## src/khbi_pkg.sv

```systemverilog
package khbi_pkg;

  localparam int unsigned WORD_W = 64;
  localparam int unsigned HALF_W = 32;
  localparam int unsigned CNT_W = 4;
  localparam int unsigned MASK_W = 31;
  localparam int unsigned CFG_DATA_W = 31;
  localparam int unsigned CFG_INDEX_W = 1;
  localparam int unsigned UPC_W = 5;
  localparam int unsigned FMIX_SHIFT = 33;

  localparam logic [WORD_W-1:0] MUL_WORD = 64'h517c_c1b7_2722_0a95;
  localparam logic [WORD_W-1:0] FMIX_K1 = 64'hff51_afd7_ed55_8ccd;
  localparam logic [WORD_W-1:0] FMIX_K2 = 64'hc4ce_b9fe_1a85_ec53;

  localparam logic [CNT_W-1:0] CNT_FULL = 4'd8;
  localparam logic [CNT_W-1:0] CNT_TAIL32 = 4'd4;

  localparam logic [CFG_INDEX_W-1:0] REG_BUCKET_MASK = 1'b0;
  localparam logic [CFG_INDEX_W-1:0] REG_ZERO_EXTEND = 1'b1;

  typedef enum logic [2:0] {
    COND_NEVER,
    COND_ALWAYS,
    COND_NOT_ACCEPT,
    COND_FULL,
    COND_TAIL_SHORT,
    COND_NOT_LAST,
    COND_POS_DONE,
    COND_OUT_BUSY
  } cond_t;

  typedef enum logic [1:0] {
    MUL_NONE,
    MUL_LL,
    MUL_LH,
    MUL_HL
  } mul_op_t;

  typedef enum logic [1:0] {
    K_MUL_WORD,
    K_FMIX1,
    K_FMIX2
  } k_sel_t;

  typedef enum logic [1:0] {
    ACC_KEEP,
    ACC_LOAD,
    ACC_ADD_HI
  } acc_op_t;

  typedef enum logic [1:0] {
    H_KEEP,
    H_ABSORB,
    H_MIX,
    H_OUT
  } h_op_t;

  typedef enum logic [2:0] {
    V_KEEP,
    V_WORD,
    V_TAIL32,
    V_BYTE,
    V_ZERO
  } v_sel_t;

  typedef enum logic [1:0] {
    POS_KEEP,
    POS_FULL,
    POS_TAIL,
    POS_INC
  } pos_op_t;

  typedef struct packed {
    cond_t            cond;
    logic [UPC_W-1:0] target;
    mul_op_t          mul_op;
    k_sel_t           k_sel;
    acc_op_t          acc_op;
    h_op_t            h_op;
    v_sel_t           v_sel;
    pos_op_t          pos_op;
  } ctl_word_t;

  typedef struct packed {
    logic accept;
    logic full;
    logic tail_short;
    logic not_last;
    logic pos_done;
    logic out_busy;
  } status_t;

endpackage

```

## src/khbi_useq.sv

```systemverilog
module khbi_useq (
  input  logic                clk,
  input  logic                rst,
  input  khbi_pkg::status_t   status,
  output khbi_pkg::ctl_word_t ctl,
  output logic                idle
);
  import khbi_pkg::*;

  localparam logic [UPC_W-1:0] UA_WAIT = 5'd0;
  localparam logic [UPC_W-1:0] UA_SEL = 5'd1;
  localparam logic [UPC_W-1:0] UA_TAIL = 5'd2;
  localparam logic [UPC_W-1:0] UA_ABSORB = 5'd3;
  localparam logic [UPC_W-1:0] UA_BCHK = 5'd8;
  localparam logic [UPC_W-1:0] UA_BYTE = 5'd9;
  localparam logic [UPC_W-1:0] UA_FIN = 5'd10;
  localparam logic [UPC_W-1:0] UA_OUT = 5'd23;
  localparam logic [UPC_W-1:0] UA_LAST = 5'd23;

  logic [UPC_W-1:0] pc;
  logic [UPC_W-1:0] pc_next;
  logic             cond_true;

  function automatic ctl_word_t uw(cond_t c, logic [UPC_W-1:0] t, mul_op_t m, k_sel_t k,
                                   acc_op_t a, h_op_t h, v_sel_t v, pos_op_t p);
    ctl_word_t w;
    w.cond = c;
    w.target = t;
    w.mul_op = m;
    w.k_sel = k;
    w.acc_op = a;
    w.h_op = h;
    w.v_sel = v;
    w.pos_op = p;
    return w;
  endfunction

  always_comb begin
    unique case (pc)
      5'd0:  ctl = uw(COND_NOT_ACCEPT, UA_WAIT, MUL_NONE, K_MUL_WORD, ACC_KEEP, H_KEEP,
                      V_KEEP, POS_KEEP);
      5'd1:  ctl = uw(COND_FULL, UA_ABSORB, MUL_NONE, K_MUL_WORD, ACC_KEEP, H_KEEP,
                      V_WORD, POS_FULL);
      5'd2:  ctl = uw(COND_TAIL_SHORT, UA_BCHK, MUL_NONE, K_MUL_WORD, ACC_KEEP, H_KEEP,
                      V_TAIL32, POS_TAIL);
      5'd3:  ctl = uw(COND_NEVER, UA_WAIT, MUL_LL, K_MUL_WORD, ACC_KEEP, H_KEEP,
                      V_KEEP, POS_KEEP);
      5'd4:  ctl = uw(COND_NEVER, UA_WAIT, MUL_LH, K_MUL_WORD, ACC_LOAD, H_KEEP,
                      V_KEEP, POS_KEEP);
      5'd5:  ctl = uw(COND_NEVER, UA_WAIT, MUL_HL, K_MUL_WORD, ACC_ADD_HI, H_KEEP,
                      V_KEEP, POS_KEEP);
      5'd6:  ctl = uw(COND_NEVER, UA_WAIT, MUL_NONE, K_MUL_WORD, ACC_ADD_HI, H_KEEP,
                      V_KEEP, POS_KEEP);
      5'd7:  ctl = uw(COND_NOT_LAST, UA_WAIT, MUL_NONE, K_MUL_WORD, ACC_KEEP, H_ABSORB,
                      V_KEEP, POS_KEEP);
      5'd8:  ctl = uw(COND_POS_DONE, UA_FIN, MUL_NONE, K_MUL_WORD, ACC_KEEP, H_KEEP,
                      V_KEEP, POS_KEEP);
      5'd9:  ctl = uw(COND_ALWAYS, UA_ABSORB, MUL_NONE, K_MUL_WORD, ACC_KEEP, H_KEEP,
                      V_BYTE, POS_INC);
      5'd10: ctl = uw(COND_NEVER, UA_WAIT, MUL_NONE, K_FMIX1, ACC_KEEP, H_MIX,
                      V_ZERO, POS_KEEP);
      5'd11: ctl = uw(COND_NEVER, UA_WAIT, MUL_LL, K_FMIX1, ACC_KEEP, H_KEEP,
                      V_KEEP, POS_KEEP);
      5'd12: ctl = uw(COND_NEVER, UA_WAIT, MUL_LH, K_FMIX1, ACC_LOAD, H_KEEP,
                      V_KEEP, POS_KEEP);
      5'd13: ctl = uw(COND_NEVER, UA_WAIT, MUL_HL, K_FMIX1, ACC_ADD_HI, H_KEEP,
                      V_KEEP, POS_KEEP);
      5'd14: ctl = uw(COND_NEVER, UA_WAIT, MUL_NONE, K_FMIX1, ACC_ADD_HI, H_KEEP,
                      V_KEEP, POS_KEEP);
      5'd15: ctl = uw(COND_NEVER, UA_WAIT, MUL_NONE, K_FMIX1, ACC_KEEP, H_ABSORB,
                      V_KEEP, POS_KEEP);
      5'd16: ctl = uw(COND_NEVER, UA_WAIT, MUL_NONE, K_FMIX2, ACC_KEEP, H_MIX,
                      V_KEEP, POS_KEEP);
      5'd17: ctl = uw(COND_NEVER, UA_WAIT, MUL_LL, K_FMIX2, ACC_KEEP, H_KEEP,
                      V_KEEP, POS_KEEP);
      5'd18: ctl = uw(COND_NEVER, UA_WAIT, MUL_LH, K_FMIX2, ACC_LOAD, H_KEEP,
                      V_KEEP, POS_KEEP);
      5'd19: ctl = uw(COND_NEVER, UA_WAIT, MUL_HL, K_FMIX2, ACC_ADD_HI, H_KEEP,
                      V_KEEP, POS_KEEP);
      5'd20: ctl = uw(COND_NEVER, UA_WAIT, MUL_NONE, K_FMIX2, ACC_ADD_HI, H_KEEP,
                      V_KEEP, POS_KEEP);
      5'd21: ctl = uw(COND_NEVER, UA_WAIT, MUL_NONE, K_FMIX2, ACC_KEEP, H_ABSORB,
                      V_KEEP, POS_KEEP);
      5'd22: ctl = uw(COND_NEVER, UA_WAIT, MUL_NONE, K_FMIX2, ACC_KEEP, H_MIX,
                      V_KEEP, POS_KEEP);
      5'd23: ctl = uw(COND_OUT_BUSY, UA_OUT, MUL_NONE, K_FMIX2, ACC_KEEP, H_OUT,
                      V_KEEP, POS_KEEP);
      default: ctl = uw(COND_ALWAYS, UA_WAIT, MUL_NONE, K_MUL_WORD, ACC_KEEP, H_KEEP,
                        V_KEEP, POS_KEEP);
    endcase
  end

  always_comb begin
    unique case (ctl.cond)
      COND_NEVER:      cond_true = 1'b0;
      COND_ALWAYS:     cond_true = 1'b1;
      COND_NOT_ACCEPT: cond_true = !status.accept;
      COND_FULL:       cond_true = status.full;
      COND_TAIL_SHORT: cond_true = status.tail_short;
      COND_NOT_LAST:   cond_true = status.not_last;
      COND_POS_DONE:   cond_true = status.pos_done;
      COND_OUT_BUSY:   cond_true = status.out_busy;
      default:         cond_true = 1'b1;
    endcase
  end

  always_comb begin
    if (cond_true) begin
      pc_next = ctl.target;
    end else if (pc == UA_LAST) begin
      pc_next = UA_WAIT;
    end else begin
      pc_next = pc + 5'd1;
    end
  end

  always_ff @(posedge clk) begin
    if (rst) begin
      pc <= UA_WAIT;
    end else begin
      pc <= pc_next;
    end
  end

  assign idle = (pc == UA_WAIT);

  a_accept_starts: assert property (@(posedge clk) disable iff (rst)
    (pc == UA_WAIT && status.accept) |=> (pc == UA_SEL))
    else $error("accepted beat did not start the program");

  a_out_returns: assert property (@(posedge clk) disable iff (rst)
    (pc == UA_OUT && !status.out_busy) |=> (pc == UA_WAIT))
    else $error("result step did not return to the wait step");

  a_byte_loops: assert property (@(posedge clk) disable iff (rst)
    (pc == UA_BYTE) |=> (pc == UA_ABSORB))
    else $error("byte step did not enter the multiply sequence");

  a_tail_short: assert property (@(posedge clk) disable iff (rst)
    (pc == UA_TAIL && status.tail_short) |=> (pc == UA_BCHK))
    else $error("short tail did not go to the byte check");

endmodule

```

## src/khbi_dp.sv

```systemverilog
module khbi_dp (
  input  logic                                 clk,
  input  logic                                 rst,
  input  khbi_pkg::ctl_word_t                  ctl,
  input  logic                                 accept,
  input  logic [khbi_pkg::WORD_W-1:0]          key_word,
  input  logic [khbi_pkg::CNT_W-1:0]           byte_count,
  input  logic                                 last_chunk,
  input  logic                                 cfg_we,
  input  logic [khbi_pkg::CFG_INDEX_W-1:0]     cfg_index,
  input  logic [khbi_pkg::CFG_DATA_W-1:0]      cfg_data,
  input  logic                                 out_stall,
  output khbi_pkg::status_t                    status,
  output logic                                 out_valid,
  output logic [khbi_pkg::WORD_W-1:0]          key_hash,
  output logic [khbi_pkg::MASK_W-1:0]          bucket_index
);
  import khbi_pkg::*;

  logic [WORD_W-1:0] word;
  logic [CNT_W-1:0]  cnt;
  logic              last;
  logic [CNT_W-1:0]  pos;
  logic [WORD_W-1:0] v;
  logic [WORD_W-1:0] h;
  logic [WORD_W-1:0] p;
  logic [WORD_W-1:0] acc;
  logic [MASK_W-1:0] bucket_mask;
  logic              zero_extend_short;

  logic [WORD_W-1:0] k_full;
  logic [HALF_W-1:0] mul_a;
  logic [HALF_W-1:0] mul_k;
  logic [WORD_W-1:0] prod;
  logic [7:0]        tail_byte;
  logic [WORD_W-1:0] v_next;
  logic [CNT_W-1:0]  pos_next;
  logic              out_free;
  logic              out_load;

  always_comb begin
    unique case (ctl.k_sel)
      K_MUL_WORD: k_full = MUL_WORD;
      K_FMIX1:    k_full = FMIX_K1;
      K_FMIX2:    k_full = FMIX_K2;
      default:    k_full = MUL_WORD;
    endcase
  end

  always_comb begin
    unique case (ctl.mul_op)
      MUL_LH: begin
        mul_a = h[HALF_W-1:0];
        mul_k = k_full[WORD_W-1:HALF_W];
      end
      MUL_HL: begin
        mul_a = h[WORD_W-1:HALF_W];
        mul_k = k_full[HALF_W-1:0];
      end
      default: begin
        mul_a = h[HALF_W-1:0];
        mul_k = k_full[HALF_W-1:0];
      end
    endcase
  end

  assign prod = {{HALF_W{1'b0}}, mul_a} * {{HALF_W{1'b0}}, mul_k};

  assign tail_byte = word[{pos[2:0], 3'b000} +: 8];

  always_comb begin
    unique case (ctl.v_sel)
      V_WORD:   v_next = word;
      V_TAIL32: v_next = {{HALF_W{word[HALF_W-1] & ~zero_extend_short}}, word[HALF_W-1:0]};
      V_BYTE:   v_next = {{(WORD_W-8){tail_byte[7]}}, tail_byte};
      V_ZERO:   v_next = '0;
      default:  v_next = v;
    endcase
  end

  always_comb begin
    unique case (ctl.pos_op)
      POS_FULL: pos_next = CNT_FULL;
      POS_TAIL: pos_next = (cnt >= CNT_TAIL32) ? CNT_TAIL32 : '0;
      POS_INC:  pos_next = pos + 4'd1;
      default:  pos_next = pos;
    endcase
  end

  assign out_free = !out_valid || !out_stall;
  assign out_load = (ctl.h_op == H_OUT) && out_free;

  assign status.accept = accept;
  assign status.full = !last || (cnt == CNT_FULL);
  assign status.tail_short = (cnt < CNT_TAIL32);
  assign status.not_last = !last;
  assign status.pos_done = (pos >= cnt);
  assign status.out_busy = !out_free;

  always_ff @(posedge clk) begin
    if (rst) begin
      h <= '0;
      out_valid <= 1'b0;
      bucket_mask <= '0;
      zero_extend_short <= 1'b0;
      cnt <= '0;
      pos <= '0;
      last <= 1'b0;
    end else begin
      if (cfg_we) begin
        case (cfg_index)
          REG_BUCKET_MASK: bucket_mask <= cfg_data[MASK_W-1:0];
          REG_ZERO_EXTEND: zero_extend_short <= cfg_data[0];
          default: ;
        endcase
      end
      if (accept) begin
        cnt <= (byte_count > CNT_FULL) ? CNT_FULL : byte_count;
        last <= last_chunk;
      end
      pos <= pos_next;
      unique case (ctl.h_op)
        H_ABSORB: h <= acc + v;
        H_MIX:    h <= h ^ (h >> FMIX_SHIFT);
        H_OUT:    if (out_free) h <= '0;
        default:  ;
      endcase
      if (out_load) begin
        out_valid <= 1'b1;
      end else if (!out_stall) begin
        out_valid <= 1'b0;
      end
    end
  end

  always_ff @(posedge clk) begin
    if (accept) begin
      word <= key_word;
    end
    v <= v_next;
    if (ctl.mul_op != MUL_NONE) begin
      p <= prod;
    end
    case (ctl.acc_op)
      ACC_LOAD:   acc <= p;
      ACC_ADD_HI: acc[WORD_W-1:HALF_W] <= acc[WORD_W-1:HALF_W] + p[HALF_W-1:0];
      default:    ;
    endcase
    if (out_load) begin
      key_hash <= h;
      bucket_index <= h[MASK_W-1:0] & bucket_mask;
    end
  end

  a_out_load: assert property (@(posedge clk) disable iff (rst)
    out_load |=> (out_valid && h == '0 && key_hash == $past(h)))
    else $error("result load did not clear the running hash");

  a_pos_range: assert property (@(posedge clk) disable iff (rst)
    (pos <= CNT_FULL) && (cnt <= CNT_FULL))
    else $error("byte position or count beyond eight");

  a_stall_keeps: assert property (@(posedge clk) disable iff (rst)
    (out_valid && out_stall) |=> (out_valid && $stable(key_hash)))
    else $error("stalled result was overwritten");

endmodule

```

## src/key_hash_bucket_index.sv

```systemverilog
// Hashes a key that arrives as a sequence of input beats of up to eight
// little-endian bytes. Every beat but the last is absorbed as a full word;
// the last beat carries 0 to 8 valid bytes in byte_count, and its result
// beat carries the finalised 64-bit hash and its bucket index.
// The input channel takes a beat only while the microprogram waits at its
// first step; in_stall is high otherwise. Each 64-bit multiply is done by
// one shared 32x32 multiplier in four steps plus a write-back step, so a
// beat is accepted only after the previous beat is done; among last beats
// an empty one is fastest and one with seven bytes the slowest before the
// block is ready again.
// The result sits in an output register; if the receiver stalls, the block
// holds at its final step until the register is free, and the running hash
// stays untouched until then.
// A synchronous reset returns the program to its wait step, clears the
// running hash, the result valid flag and both configuration registers.
// Configuration writes are taken at any cycle but belong in idle periods.
module key_hash_bucket_index (
  input  logic                                 clk,
  input  logic                                 rst,
  input  logic                                 in_valid,
  output logic                                 in_stall,
  input  logic [khbi_pkg::WORD_W-1:0]          key_word,
  input  logic [khbi_pkg::CNT_W-1:0]           byte_count,
  input  logic                                 last_chunk,
  output logic                                 out_valid,
  input  logic                                 out_stall,
  output logic [khbi_pkg::WORD_W-1:0]          key_hash,
  output logic [khbi_pkg::MASK_W-1:0]          bucket_index,
  input  logic                                 cfg_we,
  input  logic [khbi_pkg::CFG_INDEX_W-1:0]     cfg_index,
  input  logic [khbi_pkg::CFG_DATA_W-1:0]      cfg_data
);
  import khbi_pkg::*;

  ctl_word_t ctl;
  status_t   status;
  logic      idle;
  logic      accept;

  assign in_stall = !idle;
  assign accept = in_valid && idle;

  khbi_useq u_useq (
    .clk    (clk),
    .rst    (rst),
    .status (status),
    .ctl    (ctl),
    .idle   (idle)
  );

  khbi_dp u_dp (
    .clk          (clk),
    .rst          (rst),
    .ctl          (ctl),
    .accept       (accept),
    .key_word     (key_word),
    .byte_count   (byte_count),
    .last_chunk   (last_chunk),
    .cfg_we       (cfg_we),
    .cfg_index    (cfg_index),
    .cfg_data     (cfg_data),
    .out_stall    (out_stall),
    .status       (status),
    .out_valid    (out_valid),
    .key_hash     (key_hash),
    .bucket_index (bucket_index)
  );

endmodule
```

## config.mk

```make
export PLATFORM = sky130hd
export DESIGN_NAME = key_hash_bucket_index
export DESIGN_NICKNAME = d
export VERILOG_FILES = /design/src/khbi_pkg.sv /design/src/khbi_useq.sv /design/src/khbi_dp.sv /design/src/key_hash_bucket_index.sv
export SDC_FILE = /design/constraint.sdc
export NUM_CORES = 2
export LEC_CHECK = 0
export BUFFER_PORTS_ARGS = -buffer_cell sky130_fd_sc_hd__buf_2
export CORE_ASPECT_RATIO = 1.1
export CORE_MARGIN = 1.5
export CORE_UTILIZATION = 59
export CTS_BUF_LIST = sky130_fd_sc_hd__clkbuf_16
export DETAILED_ROUTE_END_ITERATION = 6
export PLACE_DENSITY = 0.81
export SLEW_MARGIN = 5
export SYNTH_ARGS = -nofsm -noshare
export SYNTH_HDL_FRONTEND = slang
export SYNTH_SLANG_ARGS = --single-unit
```

## constraint.sdc

```tcl
create_clock -name clk -period 9.4 [get_ports clk]
set_input_delay 0.47 -clock clk [delete_from_list [all_inputs] [get_ports clk]]
set_output_delay 0.47 -clock clk [all_outputs]
set_load 0.1 [all_outputs]
```

==> reports/metrics.yaml <==
period_minus_slack_ps: 9290
cts.sinks: 480
synth_nets: 6975
critPathSlowestCell: "fa_1"
crit-reg2reg-launch: "u_useq.ctl[12]"
fp-row-count: 117
crit_fanout: 29
syn2layout_area_growth_pct: 11.8
place_congestion: 1.08
ant_nets: 0
finalWorstSetupSlack_ps: 107
synth_edf_count: 351
setup.reg_to_reg.worst_slack_ps: 110
clockBufferDepth: 3
synth_cell_type_count: 78
arrival_ps: 9660
root_buffer: "clkbuf_16"
met2_length_microns: 91700
holdPathEnd: "u_dp.word[20]"
hold_slack_ps: 15.7
pwr-share-clk: 0.260
pre_cts_slack_ps: 137
hp-start: "key_word[20]"
critPathKind: "reg2reg"
ir_drop_uv: 205
tns_ps: 0
first_pass_iters: 7
status: "completed"
wl_met3_microns: 24500
async_flop_share: 0
hold_path.class: "in2reg"
initial_utilization: 0.596
rsz0062_at_grt: "no"
die_x_microns: 294
worst_pin_slew_ps: 1350
grt_max_degree: 73
overflow: 0
drive_gt1_frac: 0.124
io_pins: 203
die_area_sq_mm: 0.0953
top_layer_used: "met5"
drc: 0
clk_latency_ps: 650
maxSlewViolCount: 0
power_frac_comb: 0.365
max_slew_margin: 0.0998
routedWlPerCell_microns: 29.3
core_sq_mm: 0.0925
yosys_warnings: 0
met1_length_microns: 76400
synth_area_per_cell_sq_um: 9.85
numCtsBuffers: 51
antenna_found_initial: 18
die_y_microns: 324
netlist_instances: 5597
setup_viol: 0
hold_viol: 0
reg2reg_depth: 26
h-tree-depth: 2
seqPwrFrac: 0.375
wirelength_microns: 213000
ys.flop_type: "edfxtp_1"
r2r_end: "u_dp.p[62]"
vias: 44700
dpl.hpwl_microns: 178000
critPathMaxStageDelay_ps: 610
whs_path_depth: 1
switchingPower_mw: 3.01
internal_power_mw: 4.79
grt_pass1_wl_microns: 305000
ys_ff_latch: 480
critPathRequiredTime_ps: 9770
n_fill_cell: 7546
p_sw_frac: 0.385
drt_iter0_drc: 5230
finalPower_mw: 7.80
p_per_area_mw_per_mm2: 127
post_cts_buffers: 0
skew_ps: 57.3
max_freq_mhz: 108
grt_pass1_vias: 45200
cp-end-kind: "flop"
nNetsFinal: 7350
finalCritPeriodShare: 0.989
yosysSeqAreaShare: 0.238
cts_tree: "done"
viasPerCell: 6.15
max_cap_viol_count: 0
leakagePower_nw: 29.8
syn_area_sq_mm: 0.0551
port_buffers: 202
clk_pin_slew_ps: 70
cpMostUsedCell: "fa_1"
start_kind: "flop"
grt_use_total: 0.454
[cells by family after synthesis]
kind of cell / share of synthesized area
AOI/OAI and AO/OA: 0.0911
xor gates and xnor gates: 0.0242
and+or+nand+nor: 0.124
DFF: 0.238
muxes: 0.0262
adders and majority gates: 0.411
buffers and inverters: 0.0850
[stage by stage]
step,util,cell area [sq um],std cells
3_5_place_dp,0.644,59600,7142
4_1_cts,0.665,61500,7263
2_1_floorplan,-,55100,5597
5_1_grt,0.666,61600,7265
6_report,0.666,61600,7271
3_3_place_gp,0.644,59600,7142
[critical path: cells and delay by family (launching register included)]
family                     cells  cell delay, ps
AOI/OAI and AO/OA              3             580
adders and majority gates      9            4410
xor gates and xnor gates       1             100
and+or+nand+nor                9            2430
buffers and inverters          4             960
DFF                            1             430
[metal layers]
metal  vias to the layer above  GRT usage
met4                        16      0.345
met3                       823      0.120
li1                      18700          -
met1                     22200      0.571
met5                         -          0
met2                      2983      0.675
[repair_timing]
action | CTS | global route
gates resized for setup | 0 | 19
hold buffers | 25 | 1
endpoints found under the setup margin | 0 | 11
endpoints found under the hold margin | 25 | 1
[layout by cell type (no fill, tap or decap), drive strengths merged, types with 129 or more instances in the layout]
master / Yosys / routed
fa: 898 / 898
ha: 374 / 374
a21oi: 255 / 255
nor2: 459 / 459
edfxtp: 351 / 351
a21o: 148 / 148
buf: 24 / 530
inv: 1012 / 1028
nand2: 591 / 591
dfxtp: 129 / 129
o21ai: 173 / 173
[sequential cells by signal, summed over array words and instances, names as in the netlist]
| register | flops |
|---|---|
| u_dp.acc | 64 |
| u_dp.bucket_index | 31 |
| u_dp.bucket_mask | 31 |
| u_dp.cnt | 4 |
| u_dp.h | 64 |
| u_dp.key_hash | 64 |
| u_dp.last | 1 |
| u_dp.out_valid | 1 |
| u_dp.p | 64 |
| u_dp.pos | 4 |
| u_dp.v | 64 |
| u_dp.word | 64 |
| u_dp.zero_extend_short | 1 |
| u_useq.ctl | 18 |
| u_useq.pc | 5 |
[worst max path at each step]
| stage | start | to | slack (ps) | depth (start not counted) |
|---|---|---|---|---|
| global route | u_useq.ctl[11] | u_dp.p[62] | 1 | 29 |
| finish | u_useq.ctl[12] | u_dp.p[62] | 110 | 26 |
| CTS | u_useq.ctl[11] | u_dp.p[49] | 110 | 28 |
| floorplan | u_useq.ctl[12] | u_dp.p[49] | 260 | 31 |
| global placement | u_dp.h[22] | u_dp.p[59] | 320 | 30 |
| detailed placement | u_useq.ctl[11] | u_dp.p[49] | 140 | 28 |
[power by group through the flow]
stage	sequential (mW)	clock, mW	combinational, mW
6_report	2.93	2.03	2.84
5_1_grt	2.94	2.11	3.06
4_1_cts	2.91	2.03	2.77
3_5_place_dp	2.95	0	2.73
3_3_place_gp	2.95	0	2.70
2_1_floorplan	2.83	0	1.83
[layout make-up]
| cell class | count | area, sq um | share of cell area |
|---|---|---|---|
| clock inverters | 45 | 382 | 0.00620 |
| multi-input cells | 3871 | 37400 | 0.608 |
| flip-flops and latches | 480 | 13100 | 0.213 |
| clock buffers | 51 | 1280 | 0.0207 |
| inverters | 1012 | 3800 | 0.0617 |
| diodes | 7 | 17.5 | 0.000284 |
| repair buffers | 556 | 3990 | 0.0648 |
| well taps | 1249 | 1560 | 0.0254 |
[synth_stat cells, types with 5 or more instances]
cell	instances	area, sq um
inv_1	1012	3800
fa_1	898	18000
nand2_1	591	2220
nor2_1	459	1720
ha_1	374	4680
edfxtp_1	351	10500
a21oi_1	255	1280
clkbuf_1	209	785
o21ai_0	169	846
a21o_1	147	1100
dfxtp_1	129	2580
and2_1	90	563
xnor2_1	90	788
nand2b_1	74	463
nand3_1	74	370
nor3_1	74	370
xor2_1	62	543
mux2_2	54	608
mux2i_1	45	450
a211oi_1	42	315
nand4_1	32	200
nor2b_1	30	188
o21bai_1	29	218
and3_1	26	163
o21a_1	25	188
a31oi_1	23	144
or3_1	21	131
buf_1	20	75.1
or2_2	19	119
mux4_2	17	383
nor3b_1	10	75.1
and4_1	9	78.8
o22ai_1	8	50.1
o31ai_1	8	60.1
a21boi_0	7	52.6
o211ai_1	7	52.6
a221o_1	6	60.1
a22oi_1	6	45.0
nor4_1	6	37.5
o41ai_1	6	52.6
a221oi_1	5	43.8
a31o_2	5	43.8
a41oi_1	5	43.8
nand3b_1	5	37.5
(Power assumes the default switching activity.)
